[src/hw/rtl/mco_pkg.sv]
// ----------------------------------------------------------------------------
// mco_pkg
// Shared codes and handshake types for the matrix chain order cost unit.
// ----------------------------------------------------------------------------
package mco_pkg;

  // Status codes carried on the result word
  localparam logic [1:0] ST_OK       = 2'd0;
  localparam logic [1:0] ST_SAT      = 2'd1;
  localparam logic [1:0] ST_TOO_MANY = 2'd2;

  // Where the result word takes its cost from
  typedef enum logic [1:0] {
    RES_FILL = 2'd0,
    RES_ZERO = 2'd1,
    RES_OVF  = 2'd2
  } mco_res_sel_t;

  // Commands from controller to datapath
  typedef struct packed {
    logic         load_we;
    logic         issue;
    logic         first_k;
    logic         last_k;
    logic         finish;
    mco_res_sel_t res_sel;
  } mco_cmd_t;

  // Status from datapath to controller
  typedef struct packed {
    logic pipe_busy;
    logic out_busy;
  } mco_stat_t;

endpackage

[src/hw/rtl/mco_ctrl.sv]
// ----------------------------------------------------------------------------
// mco_ctrl
// Sequencer: loads the dimension list, walks span, row and split point of the
// table fill, drains the pipeline between spans and hands over the result.
// ----------------------------------------------------------------------------
module mco_ctrl import mco_pkg::*; #(
  parameter int MAX_DIMS = 64
) (
  input  logic                        clk,
  input  logic                        rst,
  input  logic                        s_tvalid,
  input  logic                        s_tlast,
  output logic                        s_tready,
  input  mco_stat_t                   stat,
  output mco_cmd_t                    cmd,
  output logic [$clog2(MAX_DIMS)-1:0] load_addr,
  output logic [$clog2(MAX_DIMS)-1:0] rd_i,
  output logic [$clog2(MAX_DIMS)-1:0] rd_j,
  output logic [$clog2(MAX_DIMS)-1:0] rd_k
);

  localparam int IDX_BITS = $clog2(MAX_DIMS);
  localparam int CNT_BITS = $clog2(MAX_DIMS + 1);

  localparam logic [1:0] S_LOAD   = 2'd0;
  localparam logic [1:0] S_FILL   = 2'd1;
  localparam logic [1:0] S_DRAIN  = 2'd2;
  localparam logic [1:0] S_FINISH = 2'd3;

  logic [1:0]          state, state_next;
  logic [CNT_BITS-1:0] dim_count, dim_count_next;
  logic                overflow_seen, overflow_seen_next;
  logic [IDX_BITS-1:0] span, span_next;
  logic [IDX_BITS-1:0] idx_i, idx_i_next;
  logic [IDX_BITS-1:0] idx_k, idx_k_next;
  logic [IDX_BITS-1:0] last_idx, last_idx_next;
  mco_res_sel_t        res_sel, res_sel_next;

  logic [IDX_BITS-1:0] idx_j;
  logic [IDX_BITS-1:0] k_plus;
  logic                full;
  logic                first_k;
  logic                last_k;

  assign idx_j     = idx_i + span;
  assign k_plus    = idx_k + IDX_BITS'(1);
  assign full      = (dim_count == CNT_BITS'(MAX_DIMS));
  assign first_k   = (idx_k == idx_i + IDX_BITS'(1));
  assign last_k    = (k_plus == idx_j);
  assign load_addr = dim_count[IDX_BITS-1:0];
  assign rd_i      = idx_i;
  assign rd_j      = idx_j;
  assign rd_k      = idx_k;
  assign s_tready  = (state == S_LOAD);

  // Next state and commands
  always_comb begin
    state_next         = state;
    dim_count_next     = dim_count;
    overflow_seen_next = overflow_seen;
    span_next          = span;
    idx_i_next         = idx_i;
    idx_k_next         = idx_k;
    last_idx_next      = last_idx;
    res_sel_next       = res_sel;
    cmd                = '0;
    cmd.res_sel        = res_sel;

    unique case (state)
      S_LOAD: begin
        if (s_tvalid) begin
          // store the word, or note that the list has run past the store
          if (!full) begin
            cmd.load_we    = 1'b1;
            dim_count_next = dim_count + CNT_BITS'(1);
          end else begin
            overflow_seen_next = 1'b1;
          end
          if (s_tlast) begin
            dim_count_next     = '0;
            overflow_seen_next = 1'b0;
            last_idx_next      = dim_count[IDX_BITS-1:0];
            span_next          = IDX_BITS'(2);
            idx_i_next         = '0;
            idx_k_next         = IDX_BITS'(1);
            if (overflow_seen || full) begin
              res_sel_next = RES_OVF;
              state_next   = S_FINISH;
            end else if (dim_count <= CNT_BITS'(1)) begin
              res_sel_next = RES_ZERO;
              state_next   = S_FINISH;
            end else begin
              state_next = S_FILL;
            end
          end
        end
      end

      S_FILL: begin
        // issue one split point a cycle
        cmd.issue   = 1'b1;
        cmd.first_k = first_k;
        cmd.last_k  = last_k;
        if (!last_k) begin
          idx_k_next = k_plus;
        end else if (idx_j != last_idx) begin
          idx_i_next = idx_i + IDX_BITS'(1);
          idx_k_next = idx_i + IDX_BITS'(2);
        end else begin
          state_next = S_DRAIN;
        end
      end

      S_DRAIN: begin
        // let the span's results land before the next span reads them
        if (!stat.pipe_busy) begin
          if (span == last_idx) begin
            res_sel_next = RES_FILL;
            state_next   = S_FINISH;
          end else begin
            span_next  = span + IDX_BITS'(1);
            idx_i_next = '0;
            idx_k_next = IDX_BITS'(1);
            state_next = S_FILL;
          end
        end
      end

      S_FINISH: begin
        if (!stat.out_busy) begin
          cmd.finish = 1'b1;
          state_next = S_LOAD;
        end
      end

      default: begin
        state_next = S_LOAD;
      end
    endcase
  end

  // Control registers
  always_ff @(posedge clk) begin
    if (rst) begin
      state         <= S_LOAD;
      dim_count     <= '0;
      overflow_seen <= 1'b0;
      span          <= '0;
      idx_i         <= '0;
      idx_k         <= '0;
      last_idx      <= '0;
      res_sel       <= RES_ZERO;
    end else begin
      state         <= state_next;
      dim_count     <= dim_count_next;
      overflow_seen <= overflow_seen_next;
      span          <= span_next;
      idx_i         <= idx_i_next;
      idx_k         <= idx_k_next;
      last_idx      <= last_idx_next;
      res_sel       <= res_sel_next;
    end
  end

endmodule

[config.mk]
export PLATFORM = sky130hd
export DESIGN_NAME = mco_ctrl
export DESIGN_NICKNAME = d
export VERILOG_FILES = /design/src/hw/rtl/mco_pkg.sv /design/src/hw/rtl/mco_ctrl.sv
export SDC_FILE = /design/constraint.sdc
export NUM_CORES = 1
export LEC_CHECK = 0
export BUFFER_PORTS_ARGS = -buffer_cell sky130_fd_sc_hd__buf_4
export CAP_MARGIN = 25
export CORE_MARGIN = 2
export CORE_UTILIZATION = 25
export CTS_CLUSTER_DIAMETER = 200
export DETAILED_ROUTE_END_ITERATION = 10
export GPL_TIMING_DRIVEN = 0
export PLACE_DENSITY = 0.48
export SLEW_MARGIN = 20
export SYNTH_ARGS = -nofsm -noshare
export SYNTH_HDL_FRONTEND = slang
export SYNTH_SLANG_ARGS = --single-unit
[constraint.sdc]
create_clock -name clk -period 9.1 [get_ports clk]
set_input_delay 1.82 -clock clk [delete_from_list [all_inputs] [get_ports clk]]
set_output_delay 1.82 -clock clk [all_outputs]
set_load 0.02 [all_outputs]
* Word-level counts from Yosys, hierarchy flattened
Cells that the tools add are included.
Word-level totals: bits in latches 0, memories kept 0, bits in read-only memories 0, bits in registers 36, input port bits 6, bits in writable memories 0
Operators by class: shifts and indexed selects 0, add/subtract/negate cells 6, muxes and demuxes 46, multiply operators 0, reduce and logical (&&, ||, !) cells 13, div/mod/pow operators 0, equality and inequality tests 20, bitwise operators 0, order comparisons 1
Operators by type and width (count):
- $mux 6 | 16
- $pmux 6 s3 | 2
- $mux 2 | 15
- $ne 2x2->1 const B | 10
- $add 6x1->6 const B | 3
- $eq 6x6->1 | 3
- $reduce_and 6->1 | 3
- $mux 7 | 2
- $pmux 6 s2 | 1
- $reduce_and 3->1 | 3
- $pmux 2 s4 | 1
- $add 7x1->7 const B | 1
- $eq 7x7->1 const B | 1
- $le 7x1->1 const B | 1
- $mux 1 | 7
- $reduce_and 7->1 | 1
- $add 6x2->6 const B | 1
- $add 6x6->6 | 1
- $ne 6x6->1 | 1
- $reduce_and 5->1 | 1
- $eq 2x2->1 const B | 2
- $pmux 2 s2 | 1
- $reduce_bool 2->1 | 2
- $mux 3 | 1
- 6 further kinds | 6

* Depth between registers and ports, before layout
Gate-level depths: netlist of run 1.
depth after elaboration 6, depth in mapped cells 12, depth with buffers taken out 11

* Worst setup path before layout of run 1
Ideal clock, no wire load.
path type register to output, from reg idx_i[0] (netlist: rd_i[0]), to out cmd[3] in the netlist's numbering, stages on the path, launching flop included 10, path buffers 0, arrival time 2766 ps, required time 7280 ps, slack 4514 ps, cells stage by stage dfxtp_1 ha_1 inv_1 fa_1 nand2b_1 o2bb2ai_1 xnor3_4 nand4_1 nand2b_1 nor3_1
RTL lines:
- from (decl) | line mco_ctrl.sv:34 | logic [IDX_BITS-1:0] idx_i, idx_i_next;
- from (signal assigned) | line mco_ctrl.sv:158 | idx_i <= idx_i_next;
- to (decl) | line mco_ctrl.sv:15 | output mco_cmd_t cmd,

==> run_results.csv, run 1 <==
group,metric,value,unit
clocking,cts.clk_slew.worst_paths,0.08,ns
global_routing,grt_pass1_vias,2216,
power,pwr-share-clk,22.0,%
synth,syn_inst,312,
clocking,tritoncts,"yes",
finish,fin_util,30.64,%
power,swShare,41.89,%
timing,clock.fmax,198.2,MHz
clocking,htreeDepth,2,
synth,synth_nets,331,
clocking,clk_path_buf_depth,2,
synth,muxShareOfSynthArea,3.137,%
die,start_util,25.45,%
critical_path,worstPathMaxFanout,10,
power,internal_power,313.4,uW
synth,synth-seq-area-share,27.80,%
power,p_per_area,172.8,mW/mm^2
clocking,clock-sinks,36,
timing,rsz0062_at_grt,"false",
routing,drt-wirelength-per-cell,13.54,um
global_routing,antenna_found_initial,0,
synth,avgSynthCellArea,8.309,um^2
timing,relSlewSlack,50.49,%
synth,synth_top_area_share,27.80,%
routing,vias_per_cell,4.657,
clocking,cts_buffers,5,
global_routing,grt_use_total,12.33,%
finish,final_cell_mix,"buf_4, nor2_1, dfxtp_1",
power,power.leakage,0.001333,uW
routing,ant_nets,0,
die,dieArea,0.01120,mm^2
die,core,0.01018,mm^2
finish,layout-drive-gt1-share,19.94,%
synth,syn_area,0.002592,mm^2
placement,hpwl,5.129,mm
finish,multiInputGateArea,0.001689,mm^2
placement,place.gp.congestion,0.8143,
finish,final-seq-area,720.7,um^2
timing,skew,0.005560,ns
synth,synthAdderAreaFrac,6.564,%
synth,synth_ff_type,"dfxtp_1",
synth,synth_top_family_by_area,"simple AND/OR/NAND/NOR gates",
synth,yosysWarnings,0,
routing,drc_errors,0,
synth,synth_top_area_cell,"dfxtp_1",
synth,async_reset_ff_share,0,%
routing,drt_iter0_drc,133,
clocking,cts_resized,0,
placement,io_buffers,36,
routing,wirelength,6.660,mm
die,rows,37,
power,power.total,539.3,uW
clocking,cts_hold_buf,0,
worst_hold_path,hold_class,"reg -> reg",
finish,area_growth,20.37,%
timing,hold_violations,0,
timing,tns,0,ns
critical_path,endpoint_kind,"primary output",
clocking,cts_setup_buffers,0,
clocking,root_buffer,"clkbuf_8",
finish,final_common_cell,"buf_4",
global_routing,grt_overflow_total,0,
timing,setup_viol,0,
timing,finalCritPeriodShare,55.45,%
routing,first_pass_iters,4,
die,die_w,105.8,um
die,die_y,105.8,um
global_routing,grt_pass1_wl,11.14,mm
finish,fillers,1123,
routing,vias,2291,
critical_path,worstSetupStartpointType,"flop",
job,maxCapViolCount,0,
critical_path,path_class,"reg -> out",
outcome,status,"finished, final reports clean",
clocking,clk_latency,0.29,ns
power,peakVddDrop,83.16,uV
timing,tightest_slew,0.7377,ns
die,pin_count,38,
finish,diodes,0,
critical_path,critPathArrivalTime,3.23,ns
power,power.switching,225.9,uW
global_routing,grt_max_degree,13,
synth,synth.area.top_cells,"dfxtp_1, xnor2_1, ha_1",
synth,synth_edf_count,0,
synth,synth_compound_area_share,17.08,%
synth,ys_ff_latch,36,
synth,synth.distinct_cells,59,
timing,maxSlewViolCount,0,
power,seqPwrFrac,34.0,%
synth,synth-simple-area-share,21.67,%
critical_path,cp_data_required_time,7.28,ns
finish,finalNetCount,374,
synth,synth_xor_area_share,16.70,%
power,pwr-share-comb,44.0,%
timing,fin_crit,5.046,ns
metal layers:
metal	vias up	track usage, %	wire, um
met3	9	1.979	279
li1	1176	-	-
met4	0	3.571	91
met1	1059	17.16	3273
met2	47	19.63	3015
met5	-	0	0
power groups by stage:
stage | registers, uW | clock network (uW) | logic [uW]
6_report | 184 | 118 | 237
4_1_cts | 183 | 125 | 238
5_1_grt | 185 | 130 | 265
2_1_floorplan | 189 | 0 | 167
3_5_place_dp | 187 | 0 | 238
3_3_place_gp | 187 | 0 | 236
sequential cells by signal, summed over array words and instances, names as in the netlist:
name,count
state,2
res_sel,2
span,6
last_idx,6
rd_k,6
dim_count,7
rd_i,6
overflow_seen,1
per-stage QoR:
stage	cells	setup slack [ns]	hold WS, ns	area, um^2
after CTS	492	4.009	0.4664	3120
final	492	4.054	0.4680	3120
after global placement	484	4.372	0.4464	3033
after floorplan	312	4.514	0.4820	2592
after detailed placement	484	4.360	0.4464	3033
after global routing	492	3.903	0.5004	3120
synthesized netlist by cell type, drive strengths merged, types with 3 or more instances:
cell,number
nand4,7
dfxtp,36
a31oi,5
a21oi,18
nor2b,3
nor2,36
xnor2,24
mux2i,7
o21ai,19
nor4,3
a32o,3
or3,3
clkbuf,5
nand2b,5
ha,12
buf,10
nand2,24
nand3,10
a21o,3
inv,14
and3,3
xor2,17
nor3,13
final cells by class:
type                    instances  share of cell area (%)
multi-input cells             245                   54.13
inverters                      15                   1.804
clock inverters                 3                  0.6014
well taps                     136                   5.453
flip-flops and latches         36                   23.10
repair buffers                 36                   8.661
clock buffers                   5                   2.205
plain buffers                  16                   4.050
cell families after synthesis:
logic type / after synthesis
AO/OA/AOI/OAI: 65
XOR/XNOR: 44
adder cells (fa/ha/maj): 13
buffers and inverters: 31
flip-flops: 36
multiplexers: 8
AND/OR/NAND/NOR: 115
path summary, 6_finish.rpt:
| check | slack (ns) | to | cells after the start | start |
|---|---|---|---|---|
| max | 4.05 | cmd[3] | 10 | rd_i[0] |
| max reg2reg | 5.74 | state[1] | 10 | rd_i[0] |
| min reg2reg | 0.47 | res_sel[1] | 2 | res_sel[1] |
| min | 0.47 | res_sel[1] | 2 | res_sel[1] |
worst max-delay path, cell delays in order (launching register included):
cell and delay (ns):
dfxtp_1 0.56, ha_1 0.26, inv_1 0.06, fa_1 0.40
nand2b_1 0.16, o2bb2ai_1 0.18, xnor3_4 0.36, nand4_1 0.20
nand2b_1 0.33, nor3_1 0.24, buf_4 0.19
Note: power is estimated with default switching activity, not from simulation.
==> run 2, diff against run 1 <==
--- a/config.mk
+++ b/config.mk
@@ -5,6 +5,7 @@
 export SDC_FILE = /design/constraint.sdc
 export NUM_CORES = 1
 export LEC_CHECK = 0
+export ABC_AREA = 1
 export BUFFER_PORTS_ARGS = -buffer_cell sky130_fd_sc_hd__buf_4
 export CAP_MARGIN = 25
 export CORE_MARGIN = 2
==> constraint.sdc (replaced) <==
create_clock -name clk -period 5 [get_ports clk]
set_input_delay 1 -clock clk [delete_from_list [all_inputs] [get_ports clk]]
set_output_delay 1 -clock clk [all_outputs]
set_load 0.02 [all_outputs]
==> run 2 against run 1 <==
Net effect: setup slack got worse by 2.8 ns; non-clock buffer count shrank 4; worst hold slack improved by 0.046 ns; wire length is 11% higher; clock skew rose by 0.0084 ns; global-route usage increased by 0.60 points; core utilization grew 0.36 points; die area is 5.0% higher; largest power group unchanged.
==> run_results.csv, run 2 <==
group,metric,value,unit
timing,fin_crit,3.786,ns
die,start_util,25.37,%
routing,drt_iter0_drc,123,
clocking,htreeDepth,2,
finish,layout-drive-gt1-share,17.36,%
synth,synth_ff_type,"dfxtp_1",
routing,ant_nets,0,
clocking,clock-sinks,36,
timing,hold_violations,0,
synth,synth.most_common_cell,"nand2_1",
timing,maxSlewViolCount,0,
clocking,cts_buffers,5,
global_routing,busiest_layer,"met2",
timing,skew,0.01398,ns
worst_hold_path,hold_depth,2,
finish,largest_reg_flops,7,
die,core,0.01075,mm^2
clocking,cts_hold_buf,0,
finish,largest_register,"dim_count",
placement,dpl_worst_slack,1.509,ns
die,die_w,108.4,um
power,peakVddDrop,242.2,uV
global_routing,grtUsageMet1,18.17,%
synth,syn_inst,434,
synth,avgSynthCellArea,6.282,um^2
synth,synth_commonest_cells,"nand2_1, inv_1, nor2_1, nand3_1, dfxtp_1",
critical_path,worst_r2r_path_depth,14,
clocking,cts_resized,0,
synth,async_reset_ff_share,0,%
synth,synth_top_area_share,26.43,%
clocking,cts_setup_buffers,0,
synth,syn_area,0.002726,mm^2
global_routing,grt_overflow_total,0,
finish,multiInputGateArea,0.001700,mm^2
global_routing,grt_max_degree,13,
timing,setup_ws,1.214,ns
routing,first_pass_iters,4,
synth,ys_ff_latch,36,
finish,final_common_cell,"nand2_1",
worst_hold_path,whs_endpoint,"res_sel[1]",
placement,dp.cells,610,
synth,yosysWarnings,0,
critical_path,ff2ff_setup_slack,2.15,ns
synth,synth_top_area_cell,"dfxtp_1",
clocking,tritoncts,"yes",
synth,synth.distinct_cells,37,
finish,final-seq-area,720.7,um^2
finish,fillers,1222,
timing,tns,0,ns
die,rows,38,
finish,area_growth,22.17,%
finish,fin_area,0.003331,mm^2
timing,finalCritPeriodShare,75.72,%
clocking,clk_latency,0.30,ns
critical_path,endpoint_kind,"primary output",
clocking,root_buffer,"clkbuf_8",
finish,diodes,0,
global_routing,antenna_found_initial,0,
finish,finalNetCount,496,
synth,synth_nets,453,
critical_path,worstPathMaxFanout,8,
global_routing,grt_pass1_wl,11.74,mm
placement,io_buffers,36,
routing,drc_errors,0,
routing,wirelength,7.424,mm
synth,synth.area.top_cells,"dfxtp_1, nand2_1, nand3_1",
critical_path,worstSetupStartpointType,"flop",
timing,relSlewSlack,67.60,%
power,p_per_area,620.3,mW/mm^2
timing,tightest_slew,0.4842,ns
timing,setup_viol,0,
die,pin_count,38,
synth,synth_edf_count,0,
placement,place_area,0.003172,mm^2
timing,hold_ws,0.5142,ns
routing,vias,2697,
routing,drt-wirelength-per-cell,12.01,um
placement,hpwl,5.960,mm
job,maxCapViolCount,0,
critical_path,timing.rr.end,"rd_i[5]",
clocking,cts.clk_slew.worst_paths,0.08,ns
timing,rsz0062_at_grt,"false",
outcome,status,"finished, final reports clean",
die,die_y,108.4,um
critical_path,cp_data_required_time,4.00,ns
global_routing,use_met3,2.652,%
critical_path,regToRegStartpoint,"rd_i[0]",
global_routing,grt_pass1_vias,2328,
worst_hold_path,hold_class,"reg -> reg",
power,power.leakage,0.001561,uW
die,dieArea,0.01176,mm^2
finish,finalNonFillerCells,618,
placement,place.gp.congestion,0.8592,
critical_path,critPathArrivalTime,2.79,ns
worst_hold_path,hp-start,"res_sel[1]",
synth,synth-seq-area-share,26.43,%
global_routing,met2_usage,20.22,%
critical_path,path_class,"reg -> out",
global_routing,grt_use_total,12.93,%
timing,clock.fmax,264.1,MHz
clocking,clk_path_buf_depth,2,
finish,final_cell_mix,"nand2_1, inv_1, nor2_1",
routing,vias_per_cell,4.364,
run 2: changes by cell type in the layout (fill, tap and decap cells not counted), sizes merged, moves of 5 or more:
cell	previous run	this run
inv	14	62
mux2i	7	0
xnor2	24	2
nand2	24	116
nor2	36	67
a21oi	18	26
xor2	17	6
nand2b	5	0
nand3	10	46
run 2: cell type report:
cell class                 count  share of cell area [%]
inverter                      63                   7.100
multi-input combinational    323                   51.05
buffer                        12                   2.066
tap                          140                   5.259
sequential                    36                   21.64
clock inverter                 3                   2.705
timing repair buffer          36                   8.114
clock buffer                   5                   2.066
run 2: power by group:
group,leakage (uW),internal (uW),switching (uW)
logic,0.00119,431,766
clock network,0.0000784,250,121
registers,0.000295,370,128
run 2: layer usage:
metal	share of wire (%)	vias up	wire [um]
met5	0	-	0
met4	0.96	0	71
met3	5.3	5	397
met2	43	66	3217
met1	50	1151	3738
li1	-	1475	-
run 2: cell families after synthesis:
logic type,Yosys count,synth area share (%)
AO/OA/AOI/OAI,54,11.57
XOR/XNOR,8,2.570
adder cells (fa/ha/maj),13,6.241
buffers and inverters,75,11.20
flip-flops,36,26.43
AND/OR/NAND/NOR,248,41.99
run 2: per-stage QoR:
| stage | power (uW) | util, % |
|---|---|---|
| 4_1_cts | 2088 | 31.00 |
| 3_5_place_dp | 1710 | 29.52 |
| 2_1_floorplan | 1355 | - |
| 3_3_place_gp | 1701 | 29.52 |
| 6_report | 2066 | 31.00 |
| 5_1_grt | 2257 | 31.00 |
run 2: worst max path at each step:
stage                  from  endpoint
floorplan           rd_i[0]    cmd[3]
global placement    rd_i[0]    cmd[3]
detailed placement  rd_i[0]    cmd[3]
CTS                 rd_i[0]    cmd[3]
global route        rd_i[0]    cmd[3]
finish              rd_i[0]    cmd[3]
run 2: worst max-delay path: stages (launching register included):
cell and delay (ns):
dfxtp_1 0.51, ha_1 0.27, inv_1 0.07, fa_1 0.53
inv_1 0.10, nand2_1 0.08, nand2_1 0.04, nor2_1 0.10
nand2_1 0.07, nor2_2 0.09, nand3_2 0.09, nor2_4 0.16
nand3_4 0.14, inv_1 0.10, buf_4 0.14
==> run 3, diff against run 2 <==
==> constraint.sdc (replaced) <==
create_clock -name clk -period 3.5 [get_ports clk]
set_input_delay 0.7 -clock clk [delete_from_list [all_inputs] [get_ports clk]]
set_output_delay 0.7 -clock clk [all_outputs]
set_load 0.02 [all_outputs]
==> run 3 against run 2 <==
Net effect: clock-buffer cell count did not move; sequential share of layout area barely moved; sequential power rose by 44%; via count fell by 0.11%; combinational power rose by 44%; register-to-register slack got worse by 1.4 ns; non-clock buffer count rose by 3; wire length fell by 0.28%; core utilization rose by 0.31 points; final area rose by 1.0%; global-route usage did not move; largest power group unchanged.
==> run_results.csv, run 3 (synthesis gave the netlist of run 2 again) <==
group,metric,value,unit
outcome,status,"finished, final reports clean",
job,maxCapViolCount,0,
routing,drt-wirelength-per-cell,11.92,um
clocking,cts_hold_buf,0,
global_routing,antenna_found_initial,0,
global_routing,grt_pass1_wl,11.74,mm
finish,area_growth,23.41,%
placement,hpwl,5.960,mm
finish,multiInputGateArea,0.001703,mm^2
clocking,htreeDepth,2,
global_routing,grt_overflow_total,0,
routing,first_pass_iters,4,
power,peakVddDrop,346.1,uV
die,core,0.01075,mm^2
timing,hold_violations,0,
critical_path,worstPathMaxFanout,7,
timing,tns,0,ns
timing,tightest_slew,0.4832,ns
routing,vias,2694,
worst_hold_path,hold_class,"reg -> reg",
placement,dpl_worst_slack,0.3088,ns
global_routing,grt_use_total,12.93,%
finish,largest_register,"dim_count",
die,rows,38,
routing,drt_iter0_drc,107,
critical_path,path_cells,"ha_2, inv_1, fa_1, inv_1, nand2_1, nand2_1, nor2_1, nand2_1, nor2_2, nand3_2, nor2_4, nand3_4, inv_1, buf_4",
clocking,clk_path_buf_depth,2,
global_routing,grt_pass1_vias,2328,
finish,final_cell_mix,"nand2_1, inv_1, nor2_1",
power,power.leakage,0.001575,uW
die,pin_count,38,
timing,fin_crit,3.284,ns
power,p_per_area,885.6,mW/mm^2
critical_path,endpoint_kind,"primary output",
clocking,cts_buffers,5,
routing,wirelength,7.403,mm
critical_path,cpPeakStageDelay,0.53,ns
routing,ant_nets,0,
clocking,tritoncts,"yes",
timing,relSlewSlack,67.67,%
critical_path,path_delay_family,"simple AND/OR/NAND/NOR gates",
die,dieArea,0.01176,mm^2
timing,finalCritPeriodShare,93.84,%
finish,fin_area,0.003364,mm^2
finish,finalNetCount,499,
critical_path,path_class,"reg -> out",
clocking,clock-sinks,36,
routing,vias_per_cell,4.338,
timing,setup_viol,0,
die,die_y,108.4,um
placement,place.gp.congestion,0.8592,
routing,drc_errors,0,
finish,final_common_cell,"nand2_1",
timing,clock.fmax,304.5,MHz
finish,largest_reg_flops,7,
placement,io_buffers,36,
clocking,clk_latency,0.30,ns
finish,fillers,1221,
timing,maxSlewViolCount,0,
global_routing,grt_max_degree,13,
critical_path,worstSetupStartpointType,"flop",
timing,setup_ws,0.2157,ns
placement,place_area,0.003172,mm^2
die,die_w,108.4,um
critical_path,cp_data_required_time,2.80,ns
finish,final-seq-area,729.5,um^2
clocking,root_buffer,"clkbuf_8",
finish,diodes,0,
clocking,cts.clk_slew.worst_paths,0.08,ns
critical_path,cp_slowest_cell,"fa_1",
critical_path,critPathBufInv,4,
die,start_util,25.37,%
critical_path,critPathArrivalTime,2.58,ns
finish,layout-drive-gt1-share,18.71,%
timing,skew,0.01461,ns
timing,rsz0062_at_grt,"false",
[run 3: cell types whose count changed in the layout (fill, tap and decap cells not counted), sizes merged]
cell and change:
buf +3
[run 3: power breakdown]
| part | switching (uW) | leakage [uW] | total, uW | internal [uW] |
|---|---|---|---|---|
| Sequential | 183 | 0.000297 | 716 | 533 |
| Combinational | 1100 | 0.00120 | 1730 | 638 |
| Clock | 172 | 0.0000784 | 529 | 357 |
[run 3: area by class of cell]
type	count	share of cell area, %
clock inverter	3	2.678
multi-input combinational	323	50.61
buffer	12	2.045
tap	140	5.206
sequential	36	21.68
inverter	63	7.029
clock buffer	5	2.045
timing repair buffer	39	8.702
[run 3: layer usage]
layer,share of wire [%],up-vias,global-route usage [%]
li1,-,1485,-
met3,5.2,5,2.652
met1,50,1146,18.17
met2,43,58,20.22
met5,0,-,0
met4,0.96,0,3.022
[run 3: through the flow]
| step | std cells | total power [uW] | util [%] | hold slack (ns) |
|---|---|---|---|---|
| after floorplan | 434 | 1935 | - | 0.4755 |
| after global placement | 610 | 2429 | 29.52 | 0.4903 |
| after detailed placement | 610 | 2442 | 29.52 | 0.4913 |
| after CTS | 618 | 2983 | 31.01 | 0.5130 |
| after global routing | 621 | 3255 | 31.31 | 0.5430 |
| final | 621 | 2980 | 31.31 | 0.5139 |
[run 3: final timing paths]
path | slack [ns] | depth (start not counted) | from | end
worst max register to register | 0.78 | 17 | rd_i[0] | rd_i[4]
worst min register to register | 0.51 | 2 | res_sel[1] | res_sel[1]
worst min-delay path | 0.51 | 2 | res_sel[1] | res_sel[1]
worst max-delay path | 0.22 | 14 | rd_i[0] | cmd[3]
[run 3: tightest hold or removal path: stages, from the launching register on]
cell     delay [ns]
dfxtp_1        0.34
a21oi_1        0.07
nor2_1         0.07
[run 3: what timing repair did]
action,4_1_cts,5_1_grt
resized for setup,1,5
buffers inserted,0,3
endpoints found under the setup margin,1,1
pin swaps,0,1
